`src/hdl/bgss_pkg.sv`:
```
// shared types, constants and register codes for the balance gain schedule supervisor
`timescale 1ns / 1ps

package bgss_pkg;

  // drive output history
  localparam int WINDOW_LEN = 10;
  localparam int WIN_IDX_W  = (WINDOW_LEN > 1) ? $clog2(WINDOW_LEN) : 1;

  // base gains, Q8.16 and Q8.8
  localparam logic [23:0]        KP_BASE      = 24'd589824;
  localparam logic [23:0]        KD_BASE      = 24'd819200;
  localparam logic [23:0]        KI_RIDERLESS = 24'd9830;
  localparam logic signed [15:0] SP_RIDERLESS = 16'sd1843;
  localparam logic signed [15:0] SP_RIDER     = 16'sd0;
  localparam logic [23:0]        KP_BOUNDED   = 24'd655360;
  localparam logic [23:0]        KI_BOUNDED   = 24'd7864;
  localparam logic [23:0]        GAIN_MAX     = 24'hFFFFFF;

  // configuration port
  localparam int CFG_IDX_W  = 3;
  localparam int CFG_DATA_W = 24;

  localparam logic [CFG_IDX_W-1:0] REG_BOUNDED_ANGLE    = 3'd0;
  localparam logic [CFG_IDX_W-1:0] REG_SETPOINT_STEP    = 3'd1;
  localparam logic [CFG_IDX_W-1:0] REG_OVERRIDE_HOLD_MS = 3'd2;
  localparam logic [CFG_IDX_W-1:0] REG_COOLDOWN_MS      = 3'd3;
  localparam logic [CFG_IDX_W-1:0] REG_OUTPUT_THRESHOLD = 3'd4;
  localparam logic [CFG_IDX_W-1:0] REG_KP_BOOST         = 3'd5;
  localparam logic [CFG_IDX_W-1:0] REG_DECAY_FACTOR     = 3'd6;

  typedef struct packed {
    logic               rider_mode;
    logic signed [15:0] tilt_angle;
    logic signed [15:0] drive_output;
    logic signed [31:0] integral_in;
    logic [31:0]        now_ms;
  } in_t;

  typedef struct packed {
    logic signed [15:0] setpoint_out;
    logic [23:0]        kp_out;
    logic [23:0]        ki_out;
    logic [23:0]        kd_out;
    logic signed [31:0] integral_out;
    logic               override_active;
  } out_t;

  typedef struct packed {
    logic [14:0] bounded_angle;
    logic [14:0] setpoint_step;
    logic [15:0] override_hold_ms;
    logic [15:0] cooldown_ms;
    logic [14:0] output_threshold;
    logic [23:0] kp_boost;
    logic [15:0] decay_factor;
  } cfg_t;

  // supervisor state kept across beats
  typedef struct packed {
    logic               last_rider_mode;
    logic               reload_pending;
    logic signed [15:0] setpoint;
    logic [23:0]        kp;
    logic [23:0]        ki;
    logic [23:0]        kd;
    logic               override_flag;
    logic [31:0]        override_stamp;
  } sup_t;

  // controller to datapath
  typedef struct packed {
    logic                 load_item;
    logic                 prep;
    logic                 ride;
    logic                 decay;
    logic                 hold;
    logic                 scan;
    logic                 boost;
    logic                 load_out;
    logic [WIN_IDX_W-1:0] scan_idx;
  } cmd_t;

  // datapath to controller
  typedef struct packed {
    logic rider;
    logic override_flag;
    logic out_free;
  } sts_t;

endpackage

```
`src/hdl/bgss_if.sv`:
```
// valid/ready channel interfaces for input and result beats
`timescale 1ns / 1ps

interface bgss_in_if import bgss_pkg::*; ();
  logic valid;
  logic ready;
  in_t  payload;

  modport source (output valid, output payload, input ready);
  modport sink   (input valid, input payload, output ready);
endinterface

interface bgss_out_if import bgss_pkg::*; ();
  logic valid;
  logic ready;
  out_t payload;

  modport source (output valid, output payload, input ready);
  modport sink   (input valid, input payload, output ready);
endinterface

```
`src/hdl/balance_gain_schedule_supervisor_top.sv`:
```
// Gain scheduler for a balancing PID loop: one input beat per control step in, one result beat out.
// Channels: item_i (sink) carries rider mode, tilt, drive output, integral and a ms timestamp;
// result_o (source) carries setpoint, Kp/Ki/Kd, the updated integral and the override flag.
// Both use valid/ready; a beat moves on a rising edge with valid and ready high.
// Configuration goes through cfg_we_i/cfg_idx_i/cfg_data_i, one register per write,
// and the user must write it only while no beat is in flight; the block does not enforce this.
// A rider beat passes through reload, band and 32x16 decay multiply, decay apply and result
// load; a riderless beat in override through reload, hold expiry check and result load; a
// riderless beat without override through reload, the walk over the drive output window at
// one entry per cycle, boost and result load. The result load waits for a free result register.
// One beat at a time: the next beat is taken in the cycle after the previous result is loaded.
// The result register frees the controller: a new beat is accepted while a result
// waits; if the receiver stalls, a second finished result waits in the controller
// and input ready stays low until the first is taken.
// Reset: config registers return to their defaults, gains and setpoint clear,
// the window clears and a gain reload is forced on the first beat.
`timescale 1ns / 1ps

module balance_gain_schedule_supervisor_top import bgss_pkg::*; (
  input  logic                  clk_i,
  input  logic                  rst_ni,
  input  logic                  cfg_we_i,
  input  logic [CFG_IDX_W-1:0]  cfg_idx_i,
  input  logic [CFG_DATA_W-1:0] cfg_data_i,
  bgss_in_if.sink               item_i,
  bgss_out_if.source            result_o
);

  cmd_t cmd;
  sts_t sts;
  logic in_ready;
  logic out_valid;
  out_t out_payload;

  bgss_ctrl u_ctrl (
    .clk_i      (clk_i),
    .rst_ni     (rst_ni),
    .in_valid_i (item_i.valid),
    .in_ready_o (in_ready),
    .sts_i      (sts),
    .cmd_o      (cmd)
  );

  bgss_datapath u_datapath (
    .clk_i         (clk_i),
    .rst_ni        (rst_ni),
    .cfg_we_i      (cfg_we_i),
    .cfg_idx_i     (cfg_idx_i),
    .cfg_data_i    (cfg_data_i),
    .in_payload_i  (item_i.payload),
    .out_ready_i   (result_o.ready),
    .out_valid_o   (out_valid),
    .out_payload_o (out_payload),
    .cmd_i         (cmd),
    .sts_o         (sts)
  );

  // channel hookup
  assign item_i.ready     = in_ready;
  assign result_o.valid   = out_valid;
  assign result_o.payload = out_payload;

endmodule

```
`src/hdl/bgss_datapath.sv`:
```
// datapath: config registers, supervisor state, output window, decay multiply, result register
`timescale 1ns / 1ps

module bgss_datapath import bgss_pkg::*; (
  input  logic                  clk_i,
  input  logic                  rst_ni,
  input  logic                  cfg_we_i,
  input  logic [CFG_IDX_W-1:0]  cfg_idx_i,
  input  logic [CFG_DATA_W-1:0] cfg_data_i,
  input  in_t                   in_payload_i,
  input  logic                  out_ready_i,
  output logic                  out_valid_o,
  output out_t                  out_payload_o,
  input  cmd_t                  cmd_i,
  output sts_t                  sts_o
);

  cfg_t cfg_q, cfg_d;
  sup_t sup_q, sup_d;
  logic signed [15:0] win_q [WINDOW_LEN];
  logic signed [15:0] win_d [WINDOW_LEN];
  logic all_hi_q, all_hi_d, all_lo_q, all_lo_d;
  logic band_q, band_d, neg_q, neg_d;
  logic out_valid_q, out_valid_d;

  in_t                in_q, in_d;
  logic signed [31:0] integ_q, integ_d;
  logic [47:0]        prod_q, prod_d;
  out_t               out_q, out_d;

  // shared intermediates
  logic               reload;
  logic [16:0]        tilt_mag;
  logic [31:0]        integ_mag;
  logic [31:0]        decayed;
  logic [31:0]        dt;
  logic signed [16:0] win_ext;
  logic signed [16:0] th_pos;
  logic signed [16:0] th_neg;
  logic signed [16:0] sp_sum;
  logic [24:0]        kp_sum;
  logic               taken;

  assign reload    = (in_q.rider_mode != sup_q.last_rider_mode) || sup_q.reload_pending;
  assign tilt_mag  = in_q.tilt_angle[15] ? (17'd0 - {in_q.tilt_angle[15], in_q.tilt_angle})
                                         : {1'b0, in_q.tilt_angle};
  assign integ_mag = integ_q[31] ? (~integ_q + 32'd1) : integ_q;
  assign decayed   = prod_q[47:16];
  assign dt        = in_q.now_ms - sup_q.override_stamp;
  assign win_ext   = {win_q[cmd_i.scan_idx][15], win_q[cmd_i.scan_idx]};
  assign th_pos    = $signed({2'b00, cfg_q.output_threshold});
  assign th_neg    = -th_pos;
  assign sp_sum    = all_hi_q ? ({sup_q.setpoint[15], sup_q.setpoint} +
                                 $signed({2'b00, cfg_q.setpoint_step}))
                              : ({sup_q.setpoint[15], sup_q.setpoint} -
                                 $signed({2'b00, cfg_q.setpoint_step}));
  assign kp_sum    = {1'b0, sup_q.kp} + {1'b0, cfg_q.kp_boost};
  assign taken     = out_valid_q && out_ready_i;

  // next-state logic
  always_comb begin
    cfg_d       = cfg_q;
    sup_d       = sup_q;
    win_d       = win_q;
    all_hi_d    = all_hi_q;
    all_lo_d    = all_lo_q;
    band_d      = band_q;
    neg_d       = neg_q;
    in_d        = in_q;
    integ_d     = integ_q;
    prod_d      = prod_q;
    out_d       = out_q;
    out_valid_d = taken ? 1'b0 : out_valid_q;

    // configuration writes
    if (cfg_we_i) begin
      unique case (cfg_idx_i)
        REG_BOUNDED_ANGLE:    cfg_d.bounded_angle    = cfg_data_i[14:0];
        REG_SETPOINT_STEP:    cfg_d.setpoint_step    = cfg_data_i[14:0];
        REG_OVERRIDE_HOLD_MS: cfg_d.override_hold_ms = cfg_data_i[15:0];
        REG_COOLDOWN_MS:      cfg_d.cooldown_ms      = cfg_data_i[15:0];
        REG_OUTPUT_THRESHOLD: cfg_d.output_threshold = cfg_data_i[14:0];
        REG_KP_BOOST:         cfg_d.kp_boost         = cfg_data_i[23:0];
        REG_DECAY_FACTOR:     cfg_d.decay_factor     = cfg_data_i[15:0];
        default: ;
      endcase
    end

    if (cmd_i.load_item) begin
      in_d = in_payload_i;
    end

    // mode change reload and window update
    if (cmd_i.prep) begin
      integ_d  = reload ? 32'sd0 : in_q.integral_in;
      all_hi_d = 1'b1;
      all_lo_d = 1'b1;
      if (reload) begin
        sup_d.last_rider_mode = in_q.rider_mode;
        sup_d.setpoint        = in_q.rider_mode ? SP_RIDER : SP_RIDERLESS;
        sup_d.kp              = KP_BASE;
        sup_d.kd              = KD_BASE;
        sup_d.ki              = in_q.rider_mode ? 24'd0 : KI_RIDERLESS;
        sup_d.reload_pending  = 1'b0;
      end
      if (!in_q.rider_mode && !sup_q.override_flag) begin
        for (int i = 0; i < WINDOW_LEN - 1; i++) begin
          win_d[i] = win_q[i+1];
        end
        win_d[WINDOW_LEN-1] = in_q.drive_output;
      end
    end

    // rider gains by tilt band, start of integral decay
    if (cmd_i.ride) begin
      band_d = tilt_mag < {2'b00, cfg_q.bounded_angle};
      neg_d  = integ_q[31];
      prod_d = 48'(integ_mag) * 48'(cfg_q.decay_factor);
      sup_d.kd = KD_BASE;
      if (tilt_mag < {2'b00, cfg_q.bounded_angle}) begin
        sup_d.kp = KP_BOUNDED;
        sup_d.ki = KI_BOUNDED;
      end else begin
        sup_d.kp = KP_BASE;
        sup_d.ki = 24'd0;
      end
    end

    // apply decayed integral outside the band
    if (cmd_i.decay && !band_q) begin
      integ_d = neg_q ? $signed(32'd0 - decayed) : $signed(decayed);
    end

    // override hold expiry
    if (cmd_i.hold && (dt > {16'd0, cfg_q.override_hold_ms})) begin
      sup_d.override_flag  = 1'b0;
      sup_d.reload_pending = 1'b1;
      sup_d.override_stamp = in_q.now_ms;
      for (int i = 0; i < WINDOW_LEN; i++) begin
        win_d[i] = 16'sd0;
      end
    end

    // one window entry per cycle against the threshold
    if (cmd_i.scan) begin
      all_hi_d = all_hi_q && (win_ext > th_pos);
      all_lo_d = all_lo_q && (win_ext < th_neg);
    end

    // override start
    if (cmd_i.boost && (dt > {16'd0, cfg_q.cooldown_ms}) && (all_hi_q || all_lo_q)) begin
      if (sp_sum > 17'sd32767) begin
        sup_d.setpoint = 16'sh7FFF;
      end else if (sp_sum < -17'sd32768) begin
        sup_d.setpoint = 16'sh8000;
      end else begin
        sup_d.setpoint = sp_sum[15:0];
      end
      sup_d.kp             = kp_sum[24] ? GAIN_MAX : kp_sum[23:0];
      sup_d.override_flag  = 1'b1;
      sup_d.override_stamp = in_q.now_ms;
    end

    // result register
    if (cmd_i.load_out) begin
      out_d.setpoint_out    = sup_q.setpoint;
      out_d.kp_out          = sup_q.kp;
      out_d.ki_out          = sup_q.ki;
      out_d.kd_out          = sup_q.kd;
      out_d.integral_out    = integ_q;
      out_d.override_active = sup_q.override_flag;
      out_valid_d           = 1'b1;
    end
  end

  // control and state registers
  always_ff @(posedge clk_i or negedge rst_ni) begin
    if (!rst_ni) begin
      cfg_q.bounded_angle    <= 15'd768;
      cfg_q.setpoint_step    <= 15'd512;
      cfg_q.override_hold_ms <= 16'd1000;
      cfg_q.cooldown_ms      <= 16'd1000;
      cfg_q.output_threshold <= 15'd10;
      cfg_q.kp_boost         <= 24'd196608;
      cfg_q.decay_factor     <= 16'd64225;
      sup_q.last_rider_mode  <= 1'b0;
      sup_q.reload_pending   <= 1'b1;
      sup_q.setpoint         <= 16'sd0;
      sup_q.kp               <= 24'd0;
      sup_q.ki               <= 24'd0;
      sup_q.kd               <= 24'd0;
      sup_q.override_flag    <= 1'b0;
      sup_q.override_stamp   <= 32'd0;
      for (int i = 0; i < WINDOW_LEN; i++) begin
        win_q[i] <= 16'sd0;
      end
      all_hi_q    <= 1'b0;
      all_lo_q    <= 1'b0;
      band_q      <= 1'b0;
      neg_q       <= 1'b0;
      out_valid_q <= 1'b0;
    end else begin
      cfg_q       <= cfg_d;
      sup_q       <= sup_d;
      win_q       <= win_d;
      all_hi_q    <= all_hi_d;
      all_lo_q    <= all_lo_d;
      band_q      <= band_d;
      neg_q       <= neg_d;
      out_valid_q <= out_valid_d;
    end
  end

  // payload registers
  always_ff @(posedge clk_i) begin
    in_q    <= in_d;
    integ_q <= integ_d;
    prod_q  <= prod_d;
    out_q   <= out_d;
  end

  assign out_valid_o       = out_valid_q;
  assign out_payload_o     = out_q;
  assign sts_o.rider         = in_q.rider_mode;
  assign sts_o.override_flag = sup_q.override_flag;
  assign sts_o.out_free      = !out_valid_q || out_ready_i;

endmodule

```
`src/hdl/bgss_ctrl.sv`:
```
// controller: sequences reload, rider, hold, window scan and boost steps for one beat
`timescale 1ns / 1ps

module bgss_ctrl import bgss_pkg::*; (
  input  logic clk_i,
  input  logic rst_ni,
  input  logic in_valid_i,
  output logic in_ready_o,
  input  sts_t sts_i,
  output cmd_t cmd_o
);

  localparam logic [2:0] S_IDLE  = 3'd0;
  localparam logic [2:0] S_PREP  = 3'd1;
  localparam logic [2:0] S_RIDE  = 3'd2;
  localparam logic [2:0] S_DECAY = 3'd3;
  localparam logic [2:0] S_HOLD  = 3'd4;
  localparam logic [2:0] S_SCAN  = 3'd5;
  localparam logic [2:0] S_BOOST = 3'd6;
  localparam logic [2:0] S_DONE  = 3'd7;

  localparam logic [WIN_IDX_W-1:0] SCAN_LAST = WIN_IDX_W'(WINDOW_LEN - 1);

  logic [2:0]           state_q, state_d;
  logic [WIN_IDX_W-1:0] cnt_q, cnt_d;

  // step sequencing
  always_comb begin
    state_d      = state_q;
    cnt_d        = cnt_q;
    in_ready_o   = 1'b0;
    cmd_o        = '0;
    cmd_o.scan_idx = cnt_q;
    unique case (state_q)
      S_IDLE: begin
        in_ready_o = 1'b1;
        if (in_valid_i) begin
          cmd_o.load_item = 1'b1;
          state_d         = S_PREP;
        end
      end
      S_PREP: begin
        cmd_o.prep = 1'b1;
        cnt_d      = '0;
        if (sts_i.rider) begin
          state_d = S_RIDE;
        end else if (sts_i.override_flag) begin
          state_d = S_HOLD;
        end else begin
          state_d = S_SCAN;
        end
      end
      S_RIDE: begin
        cmd_o.ride = 1'b1;
        state_d    = S_DECAY;
      end
      S_DECAY: begin
        cmd_o.decay = 1'b1;
        state_d     = S_DONE;
      end
      S_HOLD: begin
        cmd_o.hold = 1'b1;
        state_d    = S_DONE;
      end
      S_SCAN: begin
        cmd_o.scan = 1'b1;
        if (cnt_q == SCAN_LAST) begin
          state_d = S_BOOST;
        end else begin
          cnt_d = cnt_q + 1'b1;
        end
      end
      S_BOOST: begin
        cmd_o.boost = 1'b1;
        state_d     = S_DONE;
      end
      S_DONE: begin
        if (sts_i.out_free) begin
          cmd_o.load_out = 1'b1;
          state_d        = S_IDLE;
        end
      end
      default: state_d = S_IDLE;
    endcase
  end

  always_ff @(posedge clk_i or negedge rst_ni) begin
    if (!rst_ni) begin
      state_q <= S_IDLE;
      cnt_q   <= '0;
    end else begin
      state_q <= state_d;
      cnt_q   <= cnt_d;
    end
  end

endmodule
```
`src/flat_wrapper.sv`:
```
// flat-port wrapper written by rule: the top's interface ports become plain ports
module balance_gain_schedule_supervisor_top_flat import bgss_pkg::*;
  (clk_i, rst_ni, cfg_we_i, cfg_idx_i, cfg_data_i, item_i_valid, item_i_payload, item_i_ready, result_o_valid, result_o_payload, result_o_ready);
  bgss_in_if item_i_i ();
  bgss_out_if result_o_i ();
  input  logic clk_i;
  input  logic rst_ni;
  input  logic cfg_we_i;
  input  logic [CFG_IDX_W-1:0] cfg_idx_i;
  input  logic [CFG_DATA_W-1:0] cfg_data_i;
  input wire logic [$bits(item_i_i.valid)-1:0] item_i_valid;
  input wire logic [$bits(item_i_i.payload)-1:0] item_i_payload;
  output wire logic [$bits(item_i_i.ready)-1:0] item_i_ready;
  output wire logic [$bits(result_o_i.valid)-1:0] result_o_valid;
  output wire logic [$bits(result_o_i.payload)-1:0] result_o_payload;
  input wire logic [$bits(result_o_i.ready)-1:0] result_o_ready;
  assign item_i_i.valid = item_i_valid;
  assign item_i_i.payload = item_i_payload;
  assign item_i_ready = item_i_i.ready;
  assign result_o_valid = result_o_i.valid;
  assign result_o_payload = result_o_i.payload;
  assign result_o_i.ready = result_o_ready;
  balance_gain_schedule_supervisor_top u_core (.clk_i(clk_i), .rst_ni(rst_ni), .cfg_we_i(cfg_we_i), .cfg_idx_i(cfg_idx_i), .cfg_data_i(cfg_data_i), .item_i(item_i_i), .result_o(result_o_i));
endmodule
```
`config.mk`:
```
export PLATFORM = sky130hd
export DESIGN_NAME = balance_gain_schedule_supervisor_top_flat
export DESIGN_NICKNAME = d
export VERILOG_FILES = /design/src/hdl/bgss_pkg.sv /design/src/hdl/bgss_if.sv /design/src/hdl/balance_gain_schedule_supervisor_top.sv /design/src/hdl/bgss_datapath.sv /design/src/hdl/bgss_ctrl.sv /design/src/flat_wrapper.sv
export SDC_FILE = /design/constraint.sdc
export NUM_CORES = 2
export LEC_CHECK = 0
export CAP_MARGIN = 25
export CORE_ASPECT_RATIO = 1.2
export CORE_MARGIN = 2
export CORE_UTILIZATION = 55
export DETAILED_ROUTE_END_ITERATION = 10
export DONT_BUFFER_PORTS = 1
export GPL_TIMING_DRIVEN = 0
export PLACE_DENSITY = 0.7
export SLEW_MARGIN = 25
export SYNTH_ARGS = -nofsm -noshare
export SYNTH_HDL_FRONTEND = slang
export SYNTH_HIERARCHICAL = 1
export SYNTH_SLANG_ARGS = --single-unit
```
`constraint.sdc`:
```
create_clock -name clk_i -period 21.6 [get_ports clk_i]
set_clock_uncertainty 0.15 [all_clocks]
set_input_delay 4.32 -clock clk_i [delete_from_list [all_inputs] [get_ports clk_i]]
set_output_delay 4.32 -clock clk_i [all_outputs]
set_load 0.01 [all_outputs]
```
Word level (Yosys, flattened, before mapping)
Index checks and enable logic that the tools add are counted.
- multipliers: 1
- $lt $le $gt $ge: 8
- add/sub/neg operators: 9
- equality and inequality tests: 19
- reductions and logical operators: 47
- muxes and demuxes: 50
- bitwise operators: 2
- operators with widths (operator ; number):
    two-way mux 160 bit ; 3
    two-way mux 89 bit ; 2
    two-way mux 32 bit ; 5
    two-way mux 72 bit ; 1
    two-way mux 33 bit ; 2
    binary-select mux 16 bit (select 4 bit) ; 1
    greater-than comparator 32 x 16 -> 1 bit ; 2
    two-way mux 16 bit ; 4
    multiplier 32 x 16 -> 48 bit ; 1
    two-way mux 42 bit ; 1
    two-way mux 40 bit ; 1
    two-way mux 17 bit ; 2
    adder 32 x 1 -> 32 bit (second input constant) ; 1
    NOT 32 bit ; 1
    subtractor 1 x 32 -> 32 bit (first input constant) ; 1
    subtractor 32 bit ; 1
    AND reduction 2 bit ; 14
    adder 24 x 24 -> 25 bit ; 1
    two-way mux 24 bit ; 1
    nonzero test 2 bit ; 12
    equality test 3 bit (second input constant) ; 7
    two-way mux 1 bit ; 18
    case mux 3 bit (6 select lines) ; 1
    adder 16 x 16 -> 17 bit ; 1
    other kinds (29) ; 52
- word-level logic and storage cells: 181
- input port bits: 129
- output and inout port bits: 123
- flip-flop bits (word level): 710

Longest topological paths before layout
- word-level depth: 7
- mapped depth: 35
- depth with buffers taken out: 33

Hierarchy
The synthesis kept the hierarchy.
- modules (own cells, without submodules) (module ; area each (um2) ; cells each ; sequential area each (um2) ; instances):
    bgss_datapath ; 45872.7 ; 4596 ; 16218.1 ; 1
    bgss_ctrl ; 456.7 ; 48 ; 175.2 ; 1

Least setup slack after synthesis
Ideal clock, no wire load.
- kind: register -> register
- start: register u_core.u_datapath.integ_q[2]
- end: register u_core.u_datapath.prod_q[47] (data pin)
- setup time: 0.260 ns
- stages on the path, launching flop included: 31
- path slack: 13.122 ns
- buffers on the path: 1
- period minus slack after synthesis: 8.478 ns
- required time: 21.190 ns
- arrival: 8.068 ns
- cells stage by stage: edfxtp_1 or4_4 nor3_2 nand2_1 or3_1 or4_1 or2_1 or3_4 nand2_1 xnor2_1 clkbuf_1 nand2_1 fa_1 fa_1 fa_1 inv_1 fa_1 fa_1 inv_1 fa_1 inv_1 ha_1 a21o_1 a21o_1 nor3_1 inv_1 o31ai_1 o21ai_0 nor4_1 nor3_1 xnor2_1
- word-level cells in the longest chain between the ends: 4
- ends and longest elaborated chain (item ; line ; source):
    start: declaration ; bgss_datapath.sv:27 ; logic signed [31:0] integ_q, integ_d;
    start signal: assignment ; bgss_datapath.sv:217 ; integ_q <= integ_d;
    NOT 32 bit ; bgss_datapath.sv:47 ; assign integ_mag = integ_q[31] ? (~integ_q + 32'd1) : integ_q;
    adder 32 x 1 -> 32 bit ; bgss_datapath.sv:47 ;
    two-way mux 32 bit * ; bgss_datapath.sv:47 ;
    multiplier 32 x 16 -> 48 bit * ; bgss_datapath.sv:118 ; prod_d = 48'(integ_mag) * 48'(cfg_q.decay_factor);
    end signal: assignment ; bgss_datapath.sv:218 ; prod_q <= prod_d;
    end: declaration ; bgss_datapath.sv:28 ; logic [47:0] prod_q, prod_d;
Mark *: on every way between the ends. The rest lies on a longest branch, timed or not.
A chain may end at the register's enable or synchronous reset.

Worst setup path after layout
- start: register u_core.u_datapath.integ_q[31]
- end: register u_core.u_datapath.prod_q[47] (data pin)
Same word-level chain as after synthesis.

==> results.py <==
metrics = {
    "routing": {
        "detailedRoute.firstPassIterationCount": 6,
        "via_per_inst": 5.73,
        "num_vias": 34013,
        "totalWireLength_um": 125000,
        "detail_route.drc_violations": 0,
        "route.antenna.remaining_nets": 0,
        "wire_per_inst_um": 21.1,
        "dr.first_iter.drc_count": 2534,
    },
    "clocking": {
        "post_cts_hold_buffer_count": 0,
        "clock-sinks": 606,
        "clkLatencyLatePin_ns": 0.65,
        "number_of_buffers_inserted_to_repair_setup_after_cts": 0,
        "cts_tree": "done",
        "gates_resized_cts_repair": 0,
        "ctsHtreeMaxLevel": 3,
        "cts-buffers-inserted": 68,
        "cts_root_buffer": "clkbuf_16",
        "cts.clk_slew.worst_paths_ns": 0.07,
        "ctsLongestPathBuffers": 3,
    },
    "grt": {
        "first_global_vias": 34377,
        "grt_max_degree": 369,
        "grt_util_met3_pct": 5.85,
        "first_pass_grt_wire_length_um": 195000,
        "track_usage_pct": 29.7,
        "grt-busiest-layer": "met2",
        "groute.layer.met2.usage_pct": 49.5,
        "grt.overflow.total": 0,
        "met1_usage_pct": 36.8,
        "initial_antenna_violation_count": 8,
    },
    "worst_setup_path": {
        "setup.worst_path.class": "reg2reg",
        "critPathCapture": "u_core/u_datapath/prod_q[47]",
        "worstSetupStartpointType": "flop",
        "worst-path-stages": 30,
        "worst_r2r_path_depth": 30,
        "critPathLaunch": "u_core/u_datapath/integ_q[31]",
        "critical-path-max-stage-delay_ns": 0.83,
        "worstPathBufferInverterCount": 9,
        "cp_data_required_time_ns": 21.81,
        "worstPathMaxFanout": 10,
        "worst_path_most_repeated_cell": "fa_1",
        "critical_path.top_delay_family": "adder cells",
        "worst-endpoint-arrival_ns": 11.13,
        "critical-path-slowest-cell": "xnor2_1",
        "end_kind": "flop",
        "reg2reg_from": "u_core/u_datapath/integ_q[31]",
        "worstReg2RegEnd": "u_core/u_datapath/prod_q[47]",
        "r2r_setup_slack_ns": 10.68,
    },
    "logic_synthesis": {
        "seq_area_frac_synth_pct": 35.4,
        "synth-compound-area-share_pct": 9.68,
        "synth_cells": 4644,
        "postSynthAreaPerCell_um2": 9.98,
        "yosys.area_share.adder_pct": 25.5,
        "combined_area_of_all_synthesized_cells_um2": 46300,
        "ys_ff_latch": 606,
        "ys.flop_type": "dfrtp_1",
        "synth.lib_cells_used.distinct": 89,
        "async_reset_ff_share_pct": 60.7,
        "synth_enable_flop_cells": 238,
        "synth_xor_xnor_area_share_pct": 3.28,
        "synth_warnings": 6,
        "synth.mux.area_fraction_pct": 4.70,
        "synth-simple-area-share_pct": 14.2,
        "combinational_family_with_the_most_area_after_synthesis": "adder cells",
    },
    "hold_path": {
        "hold_path.class": "reg2reg",
    },
    "sta": {
        "tightest_slew_ns": 1.25,
        "grt_setup_unrepaired": "false",
        "clock.fmax_mhz": 91.6,
        "slew_violations": 0,
        "worst_slew_margin_rel_pct": 16.0,
        "timing.final.hold_violations": 0,
        "finalSetupTns_ns": 0,
        "min_period_over_period_pct": 50.6,
        "period_minus_slack_ns": 10.92,
        "final-setup-viol-count": 0,
    },
    "place": {
        "finalWeightedCongestion": 0.950,
        "port-buffer-count": 0,
        "place_hpwl_um": 96900,
    },
    "finish": {
        "commonest_cells_after_routing_fill_and_taps_aside": "818 x nand2_1, 581 x inv_1, 420 x fa_1",
        "area_growth_syn_to_layout_pct": 8.78,
        "drive_gt1_share_pct": 8.52,
        "finish.net_count": 5580,
        "layout_commonest_cell": "nand2_1",
    },
    "floorplan": {
        "fp.coreArea_um2": 83500,
        "die_width_um": 269,
        "start_util_pct": 55.5,
        "num_rows": 116,
        "num_io_pins": 252,
        "design.die.area_um2": 86600,
        "die_h_um": 322,
    },
    "status": {
        "outcome": "complete, no violations",
    },
    "job": {
        "drv.max_cap_violation_count": 0,
    },
}
## worst min path at each step
stage                                     start                                   to  slack (ns)  depth (start not counted)
global route        u_core/u_datapath/sup_q[51]  u_core/u_datapath/out_payload_o[51]        0.30                          0
detailed placement  u_core/u_datapath/sup_q[51]  u_core/u_datapath/out_payload_o[51]        0.29                          0
global placement    u_core/u_datapath/sup_q[67]  u_core/u_datapath/out_payload_o[67]        0.28                          0
floorplan           u_core/u_datapath/sup_q[51]  u_core/u_datapath/out_payload_o[51]        0.27                          0
CTS                 u_core/u_datapath/sup_q[51]  u_core/u_datapath/out_payload_o[51]        0.27                          0
finish              u_core/u_datapath/sup_q[51]  u_core/u_datapath/out_payload_o[51]        0.28                          0
## per-layer routing
layer,up-vias,wire (um)
met2,1253,61000
met1,16982,48400
met3,312,9350
met4,6,6610
li1,15460,-
met5,-,46
## logic make-up (layout without fill, tap and decap cells)
group           after synthesis  in the layout
fa+ha+maj                   692            692
other cells                   1             38
simple gates               1422           1422
flops                       606            606
mux                         162            162
xor+xnor                    172            172
compound gates              749            749
buf+inv                     840            976
## state kept, by name (all words and copies together) (netlist names), 4 cells and up
register and flops:
u_core/u_datapath/win_q 160, u_core/u_datapath/cfg_q 117, u_core/u_datapath/in_q 96, u_core/u_datapath/sup_q 78, u_core/u_datapath/out_payload_o 77, u_core/u_datapath/integ_q 32
u_core/u_datapath/prod_q 32, u_core/u_ctrl/cnt_q 4
## metrics by stage
step | hold slack, ns | cell area [um2] | worst slack [ns] | instances | utilization (%)
2_1_floorplan | 0.266 | 46400 | 13.12 | 4676 | -
3_3_place_gp | 0.281 | 47900 | 10.45 | 5797 | 57.3
3_5_place_dp | 0.288 | 48100 | 10.60 | 5809 | 57.6
4_1_cts | 0.273 | 50400 | 10.52 | 5932 | 60.4
5_1_grt | 0.295 | 50400 | 10.20 | 5936 | 60.4
6_report | 0.275 | 50400 | 10.68 | 5938 | 60.4
## worst register-to-register path: cells and delay by family, from the launching register on
family	cells	cell delay, ns
AND/OR/NAND/NOR	4	0.59
adder cells (fa/ha/maj)	7	3.43
XOR/XNOR	2	0.92
flip-flops	1	0.55
buffers and inverters	9	2.48
AO/OA/AOI/OAI	8	2.55
## cell type report
class                           count  area [um2]
Fill cell                        6989       33100
Multi-Input combinational cell   3230       26700
Sequential cell                   606       16400
Inverter                          582        2180
Clock buffer                       90        1910
Tap cell                         1121        1400
Buffer                            258        1190
Clock inverter                     33         403
Timing Repair Buffer               13         180
Antenna cell                        5        12.5
## synth_stat cells (6+ instances only)
cell type / count / share of area, %
a22oi_1: 18 / 0.29
or4_1: 9 / 0.15
or3_1: 18 / 0.24
nand4_1: 23 / 0.31
edfxtp_1: 238 / 15
nor4_1: 14 / 0.19
o21a_1: 31 / 0.50
a21o_1: 47 / 0.76
a2111oi_0: 10 / 0.19
mux4_2: 32 / 1.6
and3_1: 13 / 0.18
nand3_1: 48 / 0.52
nand2b_1: 31 / 0.42
a211o_1: 6 / 0.11
o211ai_1: 7 / 0.11
and2_1: 223 / 3.0
a21oi_1: 300 / 3.2
nor2_1: 110 / 0.89
buf_2: 19 / 0.21
ha_1: 272 / 7.3
o21ai_0: 194 / 2.1
a31o_2: 7 / 0.13
a31oi_1: 10 / 0.14
nor3_1: 55 / 0.59
dfstp_2: 30 / 1.7
inv_1: 581 / 4.7
buf_4: 47 / 0.76
buf_1: 8 / 0.065
nand2_1: 818 / 6.6
fa_1: 420 / 18
nor3b_1: 9 / 0.15
mux2_2: 123 / 3.0
a211oi_1: 24 / 0.39
o21bai_1: 11 / 0.18
xnor2_1: 104 / 2.0
o31ai_1: 27 / 0.44
dfrtp_1: 338 / 18
xor2_1: 66 / 1.2
o2111ai_1: 6 / 0.11
o41ai_1: 8 / 0.15
clkbuf_1: 181 / 1.5
nor2b_1: 19 / 0.26
Power is not shown: default switching activity piles up to over one toggle a cycle in this logic, so the estimate is an artifact.
